File: src/hw/rtl/scfp_pkg.sv
// types, constants and command table shared by the frame parser modules
`default_nettype none

package scfp_pkg;

    // byte codes
    localparam logic [7:0] START_RESET = 8'd126;
    localparam logic [7:0] NEWLINE     = 8'd10;
    localparam logic [7:0] OPEN_PAREN  = 8'd40;
    localparam logic [7:0] CLOSE_PAREN = 8'd41;
    localparam logic [7:0] DIGIT_ZERO  = 8'd48;
    localparam logic [7:0] DIGIT_NINE  = 8'd57;

    // saturation limit of the decimal value
    localparam logic [29:0] VALUE_MAX = 30'd999999999;

    // depth of the queue between the front and back parts
    localparam int QUEUE_DEPTH = 2;

    // classification of one received word
    typedef logic [1:0] kind_t;
    localparam kind_t KIND_START = 2'd0;
    localparam kind_t KIND_CLOSE = 2'd1;
    localparam kind_t KIND_DATA  = 2'd2;

    // classified word as it travels through the queue
    typedef struct packed {
        kind_t      kind;
        logic [7:0] data;
        logic       is_open;
        logic       is_close;
        logic       is_digit;
        logic [3:0] digit;
    } scfp_word_t;

    // three-character command codes, first character in the top byte
    localparam int CMD_TABLE_SIZE = 20;
    localparam logic [23:0] CMD_TABLE [CMD_TABLE_SIZE] = '{
        "LTS", "LTA", "LTB", "LTC", "GRO",
        "TMR", "DRN", "FLL", "FLT", "DRT",
        "LDA", "SVA", "RCV", "RST", "QOT",
        "TEC", "TIC", "TOC", "GED", "PUD"
    };

endpackage

`default_nettype wire

File: src/hw/rtl/scfp_ifs.sv
// valid/ready channel interfaces of the frame parser
`default_nettype none

// received byte channel
interface scfp_byte_if;
    logic       valid;
    logic       ready;
    logic [7:0] rx_byte;

    modport source (output valid, output rx_byte, input ready);
    modport sink (input valid, input rx_byte, output ready);
endinterface

// frame result channel
interface scfp_result_if;
    logic        valid;
    logic        ready;
    logic [4:0]  command_index;
    logic [29:0] value;
    logic        value_updated;

    modport source (output valid, output command_index, output value, output value_updated,
                    input ready);
    modport sink (input valid, input command_index, input value, input value_updated,
                  output ready);
endinterface

// start symbol write channel
interface scfp_cfg_if;
    logic       valid;
    logic       ready;
    logic [7:0] start_symbol;

    modport source (output valid, output start_symbol, input ready);
    modport sink (input valid, input start_symbol, output ready);
endinterface

`default_nettype wire

File: src/hw/rtl/scfp_front.sv
// front part: start symbol register and classification of received words
`default_nettype none

module scfp_front
    import scfp_pkg::*;
(
    input  logic           clk,
    input  logic           rst_n,
    scfp_byte_if.sink      rx,
    scfp_cfg_if.sink       cfg,
    input  logic           q_full,
    output logic           q_push,
    output scfp_word_t     q_word
);

    logic [7:0] start_symbol_reg;
    logic [7:0] start_symbol_next;
    logic [7:0] digit_offset;

    // configuration write, always taken
    assign cfg.ready = 1'b1;

    always_comb
    begin
        start_symbol_next = start_symbol_reg;
        if (cfg.valid)
        begin
            start_symbol_next = cfg.start_symbol;
        end
    end

    always_ff @(posedge clk or negedge rst_n)
    begin
        if (!rst_n)
        begin
            start_symbol_reg <= START_RESET;
        end
        else
        begin
            start_symbol_reg <= start_symbol_next;
        end
    end

    // accept a word whenever the queue has room
    assign rx.ready = !q_full;
    assign q_push   = rx.valid && !q_full;

    // classify: start test has priority over newline
    assign digit_offset = rx.rx_byte - DIGIT_ZERO;

    always_comb
    begin
        if (rx.rx_byte == start_symbol_reg)
        begin
            q_word.kind = KIND_START;
        end
        else if (rx.rx_byte == NEWLINE)
        begin
            q_word.kind = KIND_CLOSE;
        end
        else
        begin
            q_word.kind = KIND_DATA;
        end
        q_word.data     = rx.rx_byte;
        q_word.is_open  = (rx.rx_byte == OPEN_PAREN);
        q_word.is_close = (rx.rx_byte == CLOSE_PAREN);
        q_word.is_digit = (rx.rx_byte >= DIGIT_ZERO) && (rx.rx_byte <= DIGIT_NINE);
        q_word.digit    = digit_offset[3:0];
    end

endmodule

`default_nettype wire

File: src/hw/rtl/scfp_queue.sv
// short queue of classified words between the front and back parts
`default_nettype none

module scfp_queue
    import scfp_pkg::*;
(
    input  logic       clk,
    input  logic       rst_n,
    input  logic       push,
    input  scfp_word_t push_word,
    output logic       full,
    input  logic       pop,
    output scfp_word_t head_word,
    output logic       not_empty
);

    localparam int PTR_W = (QUEUE_DEPTH > 1) ? $clog2(QUEUE_DEPTH) : 1;
    localparam int CNT_W = $clog2(QUEUE_DEPTH + 1);
    localparam logic [PTR_W-1:0] PTR_LAST = PTR_W'(QUEUE_DEPTH - 1);
    localparam logic [CNT_W-1:0] CNT_FULL = CNT_W'(QUEUE_DEPTH);

    scfp_word_t       mem_reg [QUEUE_DEPTH];
    logic [PTR_W-1:0] wr_ptr_reg;
    logic [PTR_W-1:0] wr_ptr_next;
    logic [PTR_W-1:0] rd_ptr_reg;
    logic [PTR_W-1:0] rd_ptr_next;
    logic [CNT_W-1:0] count_reg;
    logic [CNT_W-1:0] count_next;
    logic             do_push;
    logic             do_pop;

    assign full      = (count_reg == CNT_FULL);
    assign not_empty = (count_reg != '0);
    assign head_word = mem_reg[rd_ptr_reg];
    assign do_push   = push && !full;
    assign do_pop    = pop && not_empty;

    // pointer and fill count update
    always_comb
    begin
        wr_ptr_next = wr_ptr_reg;
        rd_ptr_next = rd_ptr_reg;
        count_next  = count_reg;
        if (do_push)
        begin
            wr_ptr_next = (wr_ptr_reg == PTR_LAST) ? '0 : wr_ptr_reg + 1'b1;
        end
        if (do_pop)
        begin
            rd_ptr_next = (rd_ptr_reg == PTR_LAST) ? '0 : rd_ptr_reg + 1'b1;
        end
        if (do_push && !do_pop)
        begin
            count_next = count_reg + 1'b1;
        end
        else if (do_pop && !do_push)
        begin
            count_next = count_reg - 1'b1;
        end
    end

    always_ff @(posedge clk or negedge rst_n)
    begin
        if (!rst_n)
        begin
            wr_ptr_reg <= '0;
            rd_ptr_reg <= '0;
            count_reg  <= '0;
        end
        else
        begin
            wr_ptr_reg <= wr_ptr_next;
            rd_ptr_reg <= rd_ptr_next;
            count_reg  <= count_next;
        end
    end

    // storage write
    always_ff @(posedge clk)
    begin
        if (do_push)
        begin
            mem_reg[wr_ptr_reg] <= push_word;
        end
    end

endmodule

`default_nettype wire

File: src/hw/rtl/scfp_back.sv
// back part: frame state, parenthesis scan, command lookup and result register
`default_nettype none

module scfp_back
    import scfp_pkg::*;
#(
    parameter int NUM_COMMANDS = 20,
    parameter int SCAN_LENGTH  = 10,
    parameter int FRAME_LENGTH = 20
)
(
    input  logic           clk,
    input  logic           rst_n,
    input  logic           q_not_empty,
    input  scfp_word_t     q_head,
    output logic           q_pop,
    scfp_result_if.source  result
);

    localparam int POS_W        = $clog2(FRAME_LENGTH + 1);
    localparam int LOOKUP_LIMIT = (NUM_COMMANDS < CMD_TABLE_SIZE) ? NUM_COMMANDS
                                                                   : CMD_TABLE_SIZE;
    localparam logic [4:0] NO_MATCH = (NUM_COMMANDS > 31) ? 5'd31 : 5'(NUM_COMMANDS);
    localparam logic [POS_W-1:0] POS_FRAME_END = POS_W'(FRAME_LENGTH);
    localparam logic [POS_W-1:0] POS_SCAN_END  = POS_W'(SCAN_LENGTH);
    localparam logic [POS_W-1:0] POS_PREFIX    = POS_W'(3);

    // frame state
    logic             in_frame_reg;
    logic             in_frame_next;
    logic [POS_W-1:0] pos_reg;
    logic [POS_W-1:0] pos_next;
    logic [7:0]       prefix_reg [3];
    logic [7:0]       prefix_next [3];
    logic             paren_reg;
    logic             paren_next;
    logic [29:0]      acc_reg;
    logic [29:0]      acc_next;
    logic [29:0]      held_reg;
    logic [29:0]      held_next;

    // result register
    logic             out_valid_reg;
    logic             out_valid_next;
    logic [4:0]       out_index_reg;
    logic [4:0]       out_index_next;
    logic [29:0]      out_value_reg;
    logic [29:0]      out_value_next;
    logic             out_upd_reg;
    logic             out_upd_next;

    logic             emit;
    logic             out_free;
    logic             paren_scan;
    logic [33:0]      acc_wide;
    logic [4:0]       match_index;

    assign out_free = !out_valid_reg || result.ready;
    assign emit     = q_not_empty && (q_head.kind == KIND_CLOSE) && in_frame_reg;
    assign q_pop    = q_not_empty && (!emit || out_free);

    // accumulator times ten plus digit, widened for the saturation test
    assign acc_wide = ({4'd0, acc_reg} << 3) + ({4'd0, acc_reg} << 1) + 34'(q_head.digit);

    // lowest matching command code
    always_comb
    begin
        match_index = NO_MATCH;
        for (int k = LOOKUP_LIMIT - 1; k >= 0; k--)
        begin
            if (CMD_TABLE[k] == {prefix_reg[0], prefix_reg[1], prefix_reg[2]})
            begin
                match_index = 5'(k);
            end
        end
    end

    // frame state update for the word at the head of the queue
    always_comb
    begin
        in_frame_next = in_frame_reg;
        pos_next      = pos_reg;
        prefix_next   = prefix_reg;
        paren_next    = paren_reg;
        acc_next      = acc_reg;
        held_next     = held_reg;
        paren_scan    = paren_reg;
        if (q_pop)
        begin
            case (q_head.kind)
                KIND_START:
                begin
                    in_frame_next = 1'b1;
                    pos_next      = '0;
                    prefix_next   = '{8'd0, 8'd0, 8'd0};
                    paren_next    = 1'b0;
                    acc_next      = '0;
                end
                KIND_CLOSE:
                begin
                    if (in_frame_reg)
                    begin
                        in_frame_next = 1'b0;
                        if (!paren_reg)
                        begin
                            held_next = acc_reg;
                        end
                    end
                end
                KIND_DATA:
                begin
                    if (in_frame_reg && (pos_reg < POS_FRAME_END))
                    begin
                        if (pos_reg < POS_PREFIX)
                        begin
                            prefix_next[pos_reg[1:0]] = q_head.data;
                        end
                        if (pos_reg < POS_SCAN_END)
                        begin
                            if (q_head.is_open && !paren_reg)
                            begin
                                paren_scan = 1'b1;
                            end
                            else if (q_head.is_close && paren_reg)
                            begin
                                paren_scan = 1'b0;
                            end
                            paren_next = paren_scan;
                            if (paren_scan && q_head.is_digit)
                            begin
                                acc_next = (acc_wide > 34'(VALUE_MAX)) ? VALUE_MAX
                                                                       : acc_wide[29:0];
                            end
                        end
                        pos_next = pos_reg + 1'b1;
                    end
                end
                default:
                begin
                    in_frame_next = in_frame_reg;
                end
            endcase
        end
    end

    // result register with load on close
    always_comb
    begin
        out_valid_next = out_valid_reg;
        out_index_next = out_index_reg;
        out_value_next = out_value_reg;
        out_upd_next   = out_upd_reg;
        if (out_free)
        begin
            out_valid_next = q_pop && emit;
            if (q_pop && emit)
            begin
                out_index_next = match_index;
                out_value_next = paren_reg ? held_reg : acc_reg;
                out_upd_next   = !paren_reg;
            end
        end
    end

    always_ff @(posedge clk or negedge rst_n)
    begin
        if (!rst_n)
        begin
            in_frame_reg  <= 1'b0;
            pos_reg       <= '0;
            prefix_reg    <= '{8'd0, 8'd0, 8'd0};
            paren_reg     <= 1'b0;
            acc_reg       <= '0;
            held_reg      <= '0;
            out_valid_reg <= 1'b0;
        end
        else
        begin
            in_frame_reg  <= in_frame_next;
            pos_reg       <= pos_next;
            prefix_reg    <= prefix_next;
            paren_reg     <= paren_next;
            acc_reg       <= acc_next;
            held_reg      <= held_next;
            out_valid_reg <= out_valid_next;
        end
    end

    always_ff @(posedge clk)
    begin
        out_index_reg <= out_index_next;
        out_value_reg <= out_value_next;
        out_upd_reg   <= out_upd_next;
    end

    assign result.valid         = out_valid_reg;
    assign result.command_index = out_index_reg;
    assign result.value         = out_value_reg;
    assign result.value_updated = out_upd_reg;

endmodule

`default_nettype wire

File: src/hw/rtl/serial_command_frame_parser_unit.sv
// Serial command frame parser, top level.
// Channel rx takes one received byte per word; result delivers one word per closed
// frame with the matched command index, the decimal value and its update flag.
// Channel cfg writes the start symbol (reset value 126); write it only while idle.
// The start symbol clears and opens a frame, a newline closes it, bytes beyond
// FRAME_LENGTH are dropped. Digits inside parentheses within the first SCAN_LENGTH
// frame bytes build the value, which is kept only when no parenthesis stays open.
// Throughput: one byte per cycle while results are taken; a two-word queue sits between
// the classifier and the frame engine, which retires one queued word per cycle.
// A closing newline is written into the queue and loads the result register once that
// register is free; its result is then offered on the result channel.
// When the result receiver stalls, the frame engine holds the closing word, the
// queue fills within two bytes and rx.ready drops; other bytes keep flowing until
// a close word meets a full result register.
// Reset clears the frame state, the held value, the queue and the result valid flag
// and restores the start symbol; the queue leaves reset empty, so rx.ready is high.
`default_nettype none

module serial_command_frame_parser_unit
    import scfp_pkg::*;
#(
    parameter int NUM_COMMANDS = 20,
    parameter int SCAN_LENGTH  = 10,
    parameter int FRAME_LENGTH = 20
)
(
    input  logic          clk,
    input  logic          rst_n,
    scfp_byte_if.sink     rx,
    scfp_result_if.source result,
    scfp_cfg_if.sink      cfg
);

    logic       q_full;
    logic       q_push;
    scfp_word_t q_push_word;
    logic       q_pop;
    scfp_word_t q_head;
    logic       q_not_empty;

    // classifier and start symbol register
    scfp_front u_front (
        .clk    (clk),
        .rst_n  (rst_n),
        .rx     (rx),
        .cfg    (cfg),
        .q_full (q_full),
        .q_push (q_push),
        .q_word (q_push_word)
    );

    // decoupling queue
    scfp_queue u_queue (
        .clk       (clk),
        .rst_n     (rst_n),
        .push      (q_push),
        .push_word (q_push_word),
        .full      (q_full),
        .pop       (q_pop),
        .head_word (q_head),
        .not_empty (q_not_empty)
    );

    // frame engine and result register
    scfp_back #(
        .NUM_COMMANDS (NUM_COMMANDS),
        .SCAN_LENGTH  (SCAN_LENGTH),
        .FRAME_LENGTH (FRAME_LENGTH)
    ) u_back (
        .clk         (clk),
        .rst_n       (rst_n),
        .q_not_empty (q_not_empty),
        .q_head      (q_head),
        .q_pop       (q_pop),
        .result      (result)
    );

endmodule

`default_nettype wire

File: src/flat_wrapper.sv
// flat-port wrapper written by rule: the top's interface ports become plain ports
module serial_command_frame_parser_unit_flat import scfp_pkg::*;
#(
    parameter int NUM_COMMANDS = 20,
    parameter int SCAN_LENGTH  = 10,
    parameter int FRAME_LENGTH = 20
)
  (clk, rst_n, rx_valid, rx_rx_byte, rx_ready, result_valid, result_command_index, result_value, result_value_updated, result_ready, cfg_valid, cfg_start_symbol, cfg_ready);
  scfp_byte_if rx_i ();
  scfp_result_if result_i ();
  scfp_cfg_if cfg_i ();
  input  logic clk;
  input  logic rst_n;
  input wire logic [$bits(rx_i.valid)-1:0] rx_valid;
  input wire logic [$bits(rx_i.rx_byte)-1:0] rx_rx_byte;
  output wire logic [$bits(rx_i.ready)-1:0] rx_ready;
  output wire logic [$bits(result_i.valid)-1:0] result_valid;
  output wire logic [$bits(result_i.command_index)-1:0] result_command_index;
  output wire logic [$bits(result_i.value)-1:0] result_value;
  output wire logic [$bits(result_i.value_updated)-1:0] result_value_updated;
  input wire logic [$bits(result_i.ready)-1:0] result_ready;
  input wire logic [$bits(cfg_i.valid)-1:0] cfg_valid;
  input wire logic [$bits(cfg_i.start_symbol)-1:0] cfg_start_symbol;
  output wire logic [$bits(cfg_i.ready)-1:0] cfg_ready;
  assign rx_i.valid = rx_valid;
  assign rx_i.rx_byte = rx_rx_byte;
  assign rx_ready = rx_i.ready;
  assign result_valid = result_i.valid;
  assign result_command_index = result_i.command_index;
  assign result_value = result_i.value;
  assign result_value_updated = result_i.value_updated;
  assign result_i.ready = result_ready;
  assign cfg_i.valid = cfg_valid;
  assign cfg_i.start_symbol = cfg_start_symbol;
  assign cfg_ready = cfg_i.ready;
  serial_command_frame_parser_unit #(.NUM_COMMANDS(NUM_COMMANDS), .SCAN_LENGTH(SCAN_LENGTH), .FRAME_LENGTH(FRAME_LENGTH)) u_core (.clk(clk), .rst_n(rst_n), .rx(rx_i), .result(result_i), .cfg(cfg_i));
endmodule
File: config.mk
export PLATFORM = sky130hd
export DESIGN_NAME = serial_command_frame_parser_unit_flat
export DESIGN_NICKNAME = d
export VERILOG_FILES = /design/src/hw/rtl/scfp_pkg.sv /design/src/hw/rtl/scfp_ifs.sv /design/src/hw/rtl/scfp_front.sv /design/src/hw/rtl/scfp_queue.sv /design/src/hw/rtl/scfp_back.sv /design/src/hw/rtl/serial_command_frame_parser_unit.sv /design/src/flat_wrapper.sv
export SDC_FILE = /design/constraint.sdc
export NUM_CORES = 1
export LEC_CHECK = 0
export BUFFER_PORTS_ARGS = -buffer_cell sky130_fd_sc_hd__buf_2
export CAP_MARGIN = 5
export CORE_MARGIN = 1
export CORE_UTILIZATION = 62
export CTS_CLUSTER_DIAMETER = 100
export CTS_CLUSTER_SIZE = 28
export DETAILED_ROUTE_END_ITERATION = 10
export HOLD_SLACK_MARGIN = 0.05
export PLACE_DENSITY = 0.86
export SETUP_SLACK_MARGIN = 0.2
export SLEW_MARGIN = 40
export SYNTH_ARGS = -nofsm -noshare
export SYNTH_HDL_FRONTEND = slang
export SYNTH_SLANG_ARGS = --single-unit
File: constraint.sdc
create_clock -name clk -period 5.01 [get_ports clk]
set_input_delay 0.7515 -clock clk [delete_from_list [all_inputs] [get_ports clk]]
set_output_delay 0.7515 -clock clk [all_outputs]
set_load 0.01 [all_outputs]
==> results of run 1 <==
[power by group]
| group | internal, W | switching, W | leakage, nW | total, W |
|---|---|---|---|---|
| sequential | 0.00166 | 0.000197 | 1.98 | 0.00186 |
| combinational | 0.000442 | 0.000740 | 2.51 | 0.00118 |
| clock | 0.000685 | 0.000527 | 0.252 | 0.00121 |
[logic make-up after synthesis]
kind of cell,Yosys count,share of synthesized area
compound gates,212,0.156
xor+xnor,39,0.0360
simple gates,270,0.136
fa+ha+maj,67,0.0878
mux,84,0.0959
flops,166,0.462
buf+inv,59,0.0265
other cells,1,0.000387
[metal layers]
| layer | vias to the layer above | GRT usage | wire length [um] |
|---|---|---|---|
| met5 | - | 0 | 0 |
| met4 | 0 | 0.100 | 552 |
| met3 | 56 | 0.0528 | 1270 |
| met2 | 316 | 0.455 | 10500 |
| met1 | 3623 | 0.384 | 9720 |
| li1 | 3440 | - | - |
[layout make-up]
class / count / area, sq um / share of cell area
Sequential cell: 166 / 4470 / 0.416
Inverter: 27 / 101 / 0.00943
Clock inverter: 11 / 104 / 0.00966
Clock buffer: 21 / 440 / 0.0410
Timing Repair Buffer: 71 / 407 / 0.0378
Multi-Input combinational cell: 674 / 4990 / 0.464
Tap cell: 188 / 235 / 0.0219
[layout by cell type (no fill, tap or decap), types with 5 or more instances in the layout]
| master | instances |
|---|---|
| nand2_1 | 101 |
| dfrtp_1 | 98 |
| mux2_2 | 71 |
| ha_1 | 64 |
| edfxtp_1 | 62 |
| buf_2 | 57 |
| nor2_1 | 54 |
| o21ai_0 | 53 |
| a21oi_1 | 28 |
| inv_1 | 27 |
| xnor2_1 | 24 |
| nand3_1 | 22 |
| o21ai_1 | 21 |
| clkbuf_16 | 17 |
| xor2_1 | 14 |
| mux2i_1 | 12 |
| a21o_1 | 12 |
| a211oi_2 | 12 |
| buf_4 | 12 |
| nor2b_1 | 11 |
| nand4_1 | 10 |
| a211oi_1 | 10 |
| nor3_1 | 10 |
| nand2b_1 | 9 |
| nor4_1 | 7 |
| o21a_1 | 7 |
| nor3b_1 | 6 |
| and3_1 | 6 |
| and2_1 | 6 |
| a31oi_1 | 6 |
| a32o_1 | 6 |
| dfstp_2 | 6 |
| o21bai_1 | 5 |
| a41oi_1 | 5 |
| or3_1 | 5 |
[how the worst min path moves through the flow]
stage / slack, ns / endpoint
2_1_floorplan: 0.45 / u_core.u_back.prefix_reg[21]
5_1_grt: 0.42 / u_core.u_back.prefix_reg[21]
3_5_place_dp: 0.48 / u_core.u_back.prefix_reg[23]
3_3_place_gp: 0.46 / u_core.u_back.prefix_reg[5]
4_1_cts: 0.39 / u_core.u_back.prefix_reg[21]
6_report: 0.34 / u_core.u_back.prefix_reg[21]
[Yosys cell counts, types with 11 or more instances]
master / number / share of area
clkbuf_1: 17 / 0.0066
mux2_2: 71 / 0.083
nand3_1: 22 / 0.011
o21ai_1: 21 / 0.011
xnor2_1: 24 / 0.022
edfxtp_1: 62 / 0.19
a211oi_2: 11 / 0.014
nor2b_1: 11 / 0.0071
xor2_1: 14 / 0.013
o21ai_0: 53 / 0.027
a21o_1: 12 / 0.0093
a21oi_1: 28 / 0.014
dfrtp_1: 98 / 0.25
nand2_1: 101 / 0.039
a211oi_1: 11 / 0.0085
mux2i_1: 13 / 0.013
nor2_1: 56 / 0.022
ha_1: 64 / 0.083
inv_1: 27 / 0.010
[metrics by stage]
step           cell area [sq um]  utilization  power [W]  hold WS (ns)
2_1_floorplan               9690            -    0.00268         0.451
3_3_place_gp               10100        0.666    0.00297         0.463
3_5_place_dp               10100        0.666    0.00302         0.477
4_1_cts                    10700        0.702    0.00424         0.393
5_1_grt                    10800        0.707    0.00447         0.418
6_report                   10800        0.707    0.00425         0.345
[repair_timing]
action,4_1_cts,5_1_grt
setup buffers,0,5
setup endpoints to repair,0,30
gates resized for setup,0,4
hold endpoints to repair,0,0
==> flow_summary_export.csv, run 1 <==
group,metric,value,unit
setup_path,path_max_fanout,16,
timing,setup_tns,0,ns
floorplan,initial_utilization,0.637,
synth,synth.net_count,985,
setup_path,r2r_cells,17,
global_routing,overflow,0,
timing,post-route-min-period,4.59,ns
clocking,cts_hold_buf,0,
drt,drcViolationCount,0,
global_routing,grt_pass1_wl,35400,um
drt,routed_via_density,6.42,
place,post-place-ws,0.335,ns
clocking,clkSinkCount,166,
power_and_ir_drop,peakVddDrop,344,uV
setup_path,worstPathArrival,4.95,ns
power_and_ir_drop,p_per_area,395,nW/um^2
setup_path,required,5.38,ns
setup_path,worstSetupPathDepth,17,
drt,wirelength,22100,um
synth,synth-seq-cells,166,
clocking,path_clk_slew,0.06,ns
timing,fmax,218,MHz
synth,ys_types,83,
timing,finalHoldViolCount,0,
drt,drtPass1Iterations,5,
global_routing,antenna_found_initial,0,
job,cap_viol_max_count,0,
clocking,clockRootBuffer,"clkbuf_16",
min_path,hp-class,"in2async",
setup_path,start_kind,"flip-flop",
floorplan,die_h,127,um
setup_path,critPathBufInv,3,
global_routing,grt_pass1_vias,7058,
clocking,clk_path_buf_depth,2,
setup_path,endpoint,"u_core.u_back.acc_reg[18]",
setup_path,crit_path_top_delay_cell,"fa_1",
power_and_ir_drop,p_leak,4.74,nW
timing,skew,0.00861,ns
setup_path,cp_cell_sequence,"buf_4 > mux2i_2 > inv_1 > ha_1 > ha_1 > inv_1 > fa_1 > nor2b_1 > o2111ai_2 > a211oi_1 > nor3_2 > o21ai_0 > mux2_2 > a41oi_2 > nand2_4 > a211oi_2 > a22o_1",
final_layout,drive_gt1_frac,0.222,
timing,setup_ws,0.424,ns
clocking,cts_buffers,17,
synth,synth-edff-count,62,
place,place.port_buffers,58,
setup_path,max_stage_delay,0.40,ns
synth,synth_flop_cell,"dfrtp_1",
final_layout,nets,1044,
place,dp_cells,1120,
clocking,clock_latency,0.43,ns
synth,avgSynthCellArea,10.8,sq um
synth,syn_inst,898,
setup_path,cp-startpoint,"u_core.u_queue.rd_ptr_reg",
timing,slew_headroom,0.508,
setup_path,r2r-start,"u_core.u_queue.rd_ptr_reg",
place,place_congestion,0.896,
floorplan,core-area,15200,sq um
floorplan,die_w,127,um
setup_path,crit_family,"compound AO/OA/AOI/OAI gates",
timing,worstMarginPinSlew,0.738,ns
setup_path,crit_type,"reg2reg",
timing,rsz0062_at_grt,"false",
synth,yosys_warnings,0,
run_status,status,"completed",
synth,ys_seq_area_frac,0.462,
global_routing,gr-usage-all-layers,0.282,
final_layout,fin_cells,1158,
setup_path,end_kind,"flip-flop",
clocking,htree_levels,4,
drt,ant_nets,0,
synth,async_flop_share,0.627,
timing,fin_crit_sh,0.915,
floorplan,rows,45,
final_layout,fillerInstances,1071,
place,dp_hpwl,15200,um
timing,finalSetupViolations,0,
floorplan,ioPinCount,60,
timing,maxSlewViolCount,0,
setup_path,regToRegEndpoint,"u_core.u_back.acc_reg[18]",
floorplan,dieArea,16100,sq um
drt,wire_per_inst,19.1,um
global_routing,grt_max_degree,79,
drt,via_count,7435,
final_layout,area_growth_syn_to_layout,11.0,%
synth,syn_area,9690,sq um
setup_path,r2r_setup_slack,0.42,ns
final_layout,diodes,0,
clocking,cts_tree,"yes",
drt,drtIter0Drc,554,
Power figures use the tool's default switching activity.
==> run 2: changes to the inputs <==
--- a/config.mk
+++ b/config.mk
@@ -8,12 +8,11 @@
 export BUFFER_PORTS_ARGS = -buffer_cell sky130_fd_sc_hd__buf_2
 export CAP_MARGIN = 5
 export CORE_MARGIN = 1
-export CORE_UTILIZATION = 62
+export CORE_UTILIZATION = 55
 export CTS_CLUSTER_DIAMETER = 100
-export CTS_CLUSTER_SIZE = 28
 export DETAILED_ROUTE_END_ITERATION = 10
 export HOLD_SLACK_MARGIN = 0.05
-export PLACE_DENSITY = 0.86
+export PLACE_DENSITY = 0.78
 export SETUP_SLACK_MARGIN = 0.2
 export SLEW_MARGIN = 40
 export SYNTH_ARGS = -nofsm -noshare
==> constraint.sdc (replaced) <==
create_clock -name clk -period 5.01 [get_ports clk]
set_input_delay 0.501 -clock clk [delete_from_list [all_inputs] [get_ports clk]]
set_output_delay 0.501 -clock clk [all_outputs]
set_load 0.01 [all_outputs]
==> run 2 against run 1 <==
Net effect:
- highest routed layer unchanged
- worst setup slack gained 0.056 ns
- the run now ends with design-rule violations left
- global-route usage shrank 3.6 points
- clock-buffer cell count shrank 4
- critical path type unchanged
- critical path depth shrank 1
==> flow_summary_export.csv, run 2 (synthesis gave the netlist of run 1 again) <==
group,metric,value,unit
timing,slew_headroom,0.522,
final_layout,layout.cells.most_common,"nand2_1",
clocking,path_clk_slew,0.07,ns
timing,setup_ws,0.480,ns
global_routing,grt_pass1_wl,35000,um
timing,finalSetupViolations,0,
clocking,clk_path_buf_depth,2,
place,place.port_buffers,58,
power_and_ir_drop,switching_share,0.347,
clocking,cts_tree,"yes",
setup_path,worstPathArrival,4.82,ns
timing,fmax,221,MHz
job,cap_viol_max_count,0,
clocking,cts_hold_buf,0,
power_and_ir_drop,peakVddDrop,323,uV
timing,skew,0.00821,ns
final_layout,area_growth_syn_to_layout,11.7,%
timing,finalHoldViolCount,0,
final_layout,drive_gt1_frac,0.223,
drt,wirelength,21200,um
global_routing,antenna_found_initial,0,
setup_path,max_stage_delay,0.52,ns
timing,maxSlewViolCount,0,
run_status,violations,"design-rule violations",
timing,setup_tns,0,ns
clocking,clockRootBuffer,"clkbuf_16",
power_and_ir_drop,power_frac_comb,0.273,
timing,post-route-min-period,4.53,ns
setup_path,required,5.30,ns
power_and_ir_drop,p_sw,0.00150,W
place,place_congestion,0.906,
drt,via_count,7162,
power_and_ir_drop,p_int,0.00282,W
global_routing,grt_pass1_vias,7059,
final_layout,diodes,0,
floorplan,ioPinCount,60,
global_routing,overflow,0,
clocking,clock_latency,0.43,ns
power_and_ir_drop,p_per_area,399,nW/um^2
drt,wire_per_inst,17.8,um
drt,routed_via_density,6.00,
drt,ant_nets,0,
timing,fin_crit_sh,0.904,
floorplan,rows,48,
drt,drcViolationCount,1,
clocking,clkSinkCount,166,
power_and_ir_drop,clkPwrFrac,0.299,
floorplan,core-area,17200,sq um
global_routing,grt_max_degree,64,
floorplan,dieArea,18200,sq um
setup_path,start_kind,"flip-flop",
setup_path,path_max_fanout,7,
final_layout,nets,1042,
final_layout,layout_common_cells,"nand2_1 (101), dfrtp_1 (98), mux2_2 (71)",
setup_path,crit_path_top_delay_cell,"fa_1",
place,dp_hpwl,15100,um
floorplan,die_h,135,um
setup_path,critPathBufInv,3,
timing,worstMarginPinSlew,0.716,ns
setup_path,crit_type,"reg2reg",
setup_path,cp_cell_sequence,"mux2i_1 > inv_1 > fa_1 > inv_1 > fa_1 > nor2b_1 > o2111ai_2 > nand2_1 > nor3b_1 > a2111oi_0 > o211ai_1 > a221oi_2 > o211ai_4 > buf_12 > a211oi_1 > o21ai_1",
power_and_ir_drop,p_leak,4.76,nW
drt,drtIter0Drc,559,
global_routing,gr-usage-all-layers,0.245,
clocking,htree_levels,4,
floorplan,initial_utilization,0.562,
floorplan,die_w,135,um
place,post-place-ws,0.379,ns
min_path,hp-class,"in2async",
power_and_ir_drop,seq_power_share,0.429,
clocking,cts_buffers,17,
timing,rsz0062_at_grt,"true",
run_status,status,"finished with violations",
setup_path,crit_family,"compound AO/OA/AOI/OAI gates",
setup_path,end_kind,"flip-flop",
drt,drtPass1Iterations,10,
==> run 2: cell types whose count changed in the layout (fill, tap and decap cells not counted), sizes merged <==
cell / change
clkbuf: -4
nand2: -1
clkinv: +1
clkinvlp: -2
buf: -1
inv: +5
==> run 2: power groups by stage <==
stage               sequential, W  clock (W)  combinational, W
floorplan                 0.00182          0          0.000858
global placement          0.00186          0           0.00113
detailed placement        0.00187          0           0.00116
CTS                       0.00185    0.00130           0.00118
global route              0.00188    0.00136           0.00130
finish                    0.00185    0.00129           0.00118
==> run 2: worst paths after layout <==
path	slack [ns]	startpoint	to	cells past startpoint
setup / recovery	0.48	u_core.u_queue.rd_ptr_reg	u_core.u_back.acc_reg[3]	16
hold / removal	0.05	rst_n	u_core.u_back.prefix_reg[21]	1
setup reg to reg	0.48	u_core.u_queue.rd_ptr_reg	u_core.u_back.acc_reg[3]	16
hold reg to reg	0.49	u_core.u_back.prefix_reg[23]	u_core.u_back.prefix_reg[23]	2
max in group asynchronous	3.98	rst_n	u_core.u_back.held_reg[29]	2
min in group clk	0.30	rx_rx_byte[7]	u_core.u_queue.mem_reg[1][14]	1
==> run 2: layout make-up <==
class | count | area (sq um)
clock buffer | 17 | 425
sequential | 166 | 4470
fill | 1366 | 6410
inverter | 27 | 101
timing repair buffer | 70 | 399
multi-input combinational | 673 | 4980
clock inverter | 15 | 163
tap | 225 | 282
==> run 2: per-layer routing <==
layer / GRT usage / wire (um) / vias up
met3: 0.0424 / 890 / 32
met5: 0 / 0 / -
met4: 0.0799 / 401 / 0
li1: - / - / 3445
met2: 0.391 / 9910 / 204
met1: 0.342 / 10000 / 3481
==> run 2: per-stage QoR <==
stage | utilization | instances | total power (W) | instance area, sq um | hold slack, ns
2_1_floorplan | - | 898 | 0.00268 | 9690 | 0.205
3_3_place_gp | 0.591 | 1158 | 0.00299 | 10200 | 0.465
3_5_place_dp | 0.591 | 1158 | 0.00302 | 10200 | 0.472
4_1_cts | 0.625 | 1190 | 0.00433 | 10800 | 0.194
5_1_grt | 0.628 | 1193 | 0.00453 | 10800 | 0.0998
6_report | 0.628 | 1193 | 0.00432 | 10800 | 0.0507
==> run 2: what timing repair did <==
item	4_1_cts	5_1_grt
resized for setup	0	2
setup buffers	0	3
setup endpoints to repair	0	22
==> run 3: changes to the inputs <==
--- a/config.mk
+++ b/config.mk
@@ -17,4 +17,5 @@
 export SLEW_MARGIN = 40
 export SYNTH_ARGS = -nofsm -noshare
 export SYNTH_HDL_FRONTEND = slang
+export SYNTH_HIERARCHICAL = 1
 export SYNTH_SLANG_ARGS = --single-unit
==> run 3 against run 2 <==
Net effect:
- the flow now finishes without violations
- worst setup slack got worse by 0.0063 ns
- critical path depth decreased by 3
- first-iteration DRC count decreased by 6.3%
- non-clock buffer count decreased by 2
- combinational power about the same
- sequential cell count increased by 8
- total power increased by 2.4%
- clock power about the same
- global-route usage decreased by 0.30 points
- area after synthesis increased by 3.7%
- register-to-register slack about the same
- largest power group unchanged
- highest routed layer unchanged
==> flow_summary_export.csv, run 3 <==
group,metric,value,unit
floorplan,die_w,137,um
synth,syn_area,10000,sq um
clocking,cts_resized,0,
clocking,clk_path_buf_depth,2,
synth,synth_top_family_by_area,"compound AO/OA/AOI/OAI gates",
final_layout,fin_cells,1156,
timing,post-route-min-period,4.54,ns
drt,routed_via_density,6.12,
clocking,clkSinkCount,174,
setup_path,r2r_setup_slack,0.47,ns
global_routing,grt_pass1_wl,35400,um
final_layout,layout_common_cells,"dfrtp_1 (98), mux2_2 (76), nand2_1 (75)",
place,place.port_buffers,58,
timing,maxSlewViolCount,0,
clocking,post_cts_buffers,0,
synth,synth_top_area_share,0.244,
synth,muxShareOfSynthArea,0.102,
drt,wire_per_inst,18.2,um
global_routing,grt_pass1_vias,6983,
setup_path,start_kind,"flip-flop",
global_routing,overflow,0,
final_layout,diodes,0,
place,dp_hpwl,15000,um
floorplan,rows,49,
setup_path,worstPathArrival,4.90,ns
synth,yosys.area_share.adder,0.0847,
job,cap_viol_max_count,0,
clocking,clockRootBuffer,"clkbuf_16",
setup_path,path_max_fanout,18,
timing,slew_headroom,0.457,
drt,via_count,7078,
final_layout,layout.cells.most_common,"dfrtp_1",
place,place_congestion,0.953,
synth,yosys-top-cells-count,"dfrtp_1 (98), mux2_2 (76), nand2_1 (75)",
final_layout,largest_register_ffs,34,
power_and_ir_drop,peakVddDrop,422,uV
setup_path,end_kind,"flip-flop",
setup_path,required,5.37,ns
synth,ys_top_cells_by_area,"dfrtp_1 (24%), edfxtp_1 (21%), mux2_2 (8.5%)",
timing,setup_tns,0,ns
setup_path,r2r_cells,13,
synth,synth-edff-count,70,
timing,finalHoldViolCount,0,
global_routing,grt_max_degree,61,
power_and_ir_drop,p_per_area,402,nW/um^2
synth,async_flop_share,0.598,
synth,avgSynthCellArea,11.4,sq um
synth,ys_seq_area_frac,0.469,
synth,synth_xor_area_frac,0.0384,
drt,drtIter0Drc,524,
clocking,cts_hold_buf,0,
min_path,hp-class,"in2async",
timing,worstMarginPinSlew,0.814,ns
floorplan,ioPinCount,60,
drt,wirelength,21000,um
timing,fin_crit_sh,0.905,
floorplan,dieArea,18800,sq um
power_and_ir_drop,p_leak,4.87,nW
setup_path,endpoint,"u_core/u_back/acc_reg[16]",
synth,synth.net_count,965,
timing,rsz0062_at_grt,"false",
synth,synth-seq-cells,174,
synth,synth-simple-area-share,0.125,
setup_path,crit_type,"reg2reg",
clocking,cts_buffers,17,
drt,drcViolationCount,0,
final_layout,drive_gt1_frac,0.239,
clocking,path_clk_slew,0.07,ns
timing,fmax,220,MHz
timing,finalSetupViolations,0,
synth,yosysTopAreaCell,"dfrtp_1",
synth,yosysMostFrequentCell,"dfrtp_1",
timing,skew,0.0113,ns
setup_path,regToRegEndpoint,"u_core/u_back/acc_reg[16]",
place,dp_cells,1124,
setup_path,cp-startpoint,"u_core/u_queue/rd_ptr_reg",
final_layout,area_growth_syn_to_layout,9.62,%
synth,ys_types,81,
synth,syn_inst,878,
global_routing,gr-usage-all-layers,0.242,
setup_path,r2r-start,"u_core/u_queue/rd_ptr_reg",
floorplan,core-area,17900,sq um
final_layout,nets,1001,
synth,yosys_warnings,6,
drt,drtPass1Iterations,7,
clocking,htree_levels,4,
drt,ant_nets,0,
clocking,clock_latency,0.43,ns
clocking,cts_tree,"yes",
floorplan,die_h,137,um
floorplan,initial_utilization,0.561,
synth,synth_compound_area_frac,0.147,
synth,synth_flop_cell,"dfrtp_1",
run_status,status,"completed",
global_routing,antenna_found_initial,0,
-- run 3: changes by cell type after synthesis, sizes merged, moves of 12 or more --
| cell | before | now |
|---|---|---|
| a22o | 4 | 24 |
| buf | 15 | 27 |
| mux2 | 71 | 85 |
| o21ai | 74 | 56 |
| nand2 | 103 | 77 |
| nor2 | 56 | 32 |
| inv | 27 | 13 |
-- run 3: power by group --
part,internal (W),leakage [nW],switching [W],total (W)
sequential,0.00174,2.05,0.000204,0.00195
combinational,0.000504,2.53,0.000694,0.00120
clock,0.000662,0.284,0.000614,0.00128
total,0.00291,4.87,0.00151,0.00442
-- run 3: cell families after synthesis --
| kind of cell | Yosys count |
|---|---|
| AOI/OAI and AO/OA | 199 |
| xor gates and xnor gates | 41 |
| adders and majority gates | 67 |
| buffers and inverters | 64 |
| DFF | 174 |
| muxes | 88 |
| other | 1 |
| and+or+nand+nor | 244 |
-- run 3: worst min-delay path by stage --
stage / endpoint / depth (start not counted)
2_1_floorplan: u_core/u_back/acc_reg[0] / 0
3_3_place_gp: u_core/u_back/held_reg[29] / 1
3_5_place_dp: u_core/u_back/prefix_reg[21] / 1
4_1_cts: u_core/u_front/start_symbol_reg[0] / 1
5_1_grt: u_core/u_front/start_symbol_reg[0] / 1
6_report: u_core/u_front/start_symbol_reg[0] / 1
-- run 3: cell type report --
class | instances | area (sq um)
Inverter | 13 | 48.8
Tap cell | 229 | 287
Clock inverter | 15 | 153
Sequential cell | 174 | 4710
Clock buffer | 17 | 425
Timing Repair Buffer | 68 | 372
Multi-Input combinational cell | 640 | 5010
Fill cell | 1431 | 6890
-- run 3: through the flow --
| stage | util | area [sq um] | hold slack, ns | setup slack [ns] | power, W |
|---|---|---|---|---|---|
| 2_1_floorplan | - | 10000 | 0.205 | 0.914 | 0.00286 |
| 3_3_place_gp | 0.582 | 10400 | 0.483 | 0.612 | 0.00310 |
| 3_5_place_dp | 0.582 | 10400 | 0.483 | 0.489 | 0.00315 |
| 4_1_cts | 0.614 | 11000 | 0.0803 | 0.485 | 0.00445 |
| 5_1_grt | 0.615 | 11000 | 0.116 | 0.223 | 0.00467 |
| 6_report | 0.615 | 11000 | 0.0698 | 0.474 | 0.00442 |
-- run 3: layer usage --
layer	up-vias	track usage	part of all wire
met5	-	0	0
met4	0	0.0781	0.016
met2	193	0.393	0.48
met1	3487	0.335	0.47
met3	30	0.0356	0.039
li1	3368	-	-
-- run 3: critical path, stage by stage, from the launching register on --
cell	delay [ns]
dfrtp_1	0.40
mux2_2	0.37
fa_1	0.53
fa_1	0.47
a21o_1	0.22
a221oi_4	0.39
o21bai_4	0.15
a211oi_4	0.36
o31ai_2	0.13
a21oi_4	0.21
xor2_4	0.26
o2111ai_4	0.42
a21oi_2	0.36
a32o_1	0.20
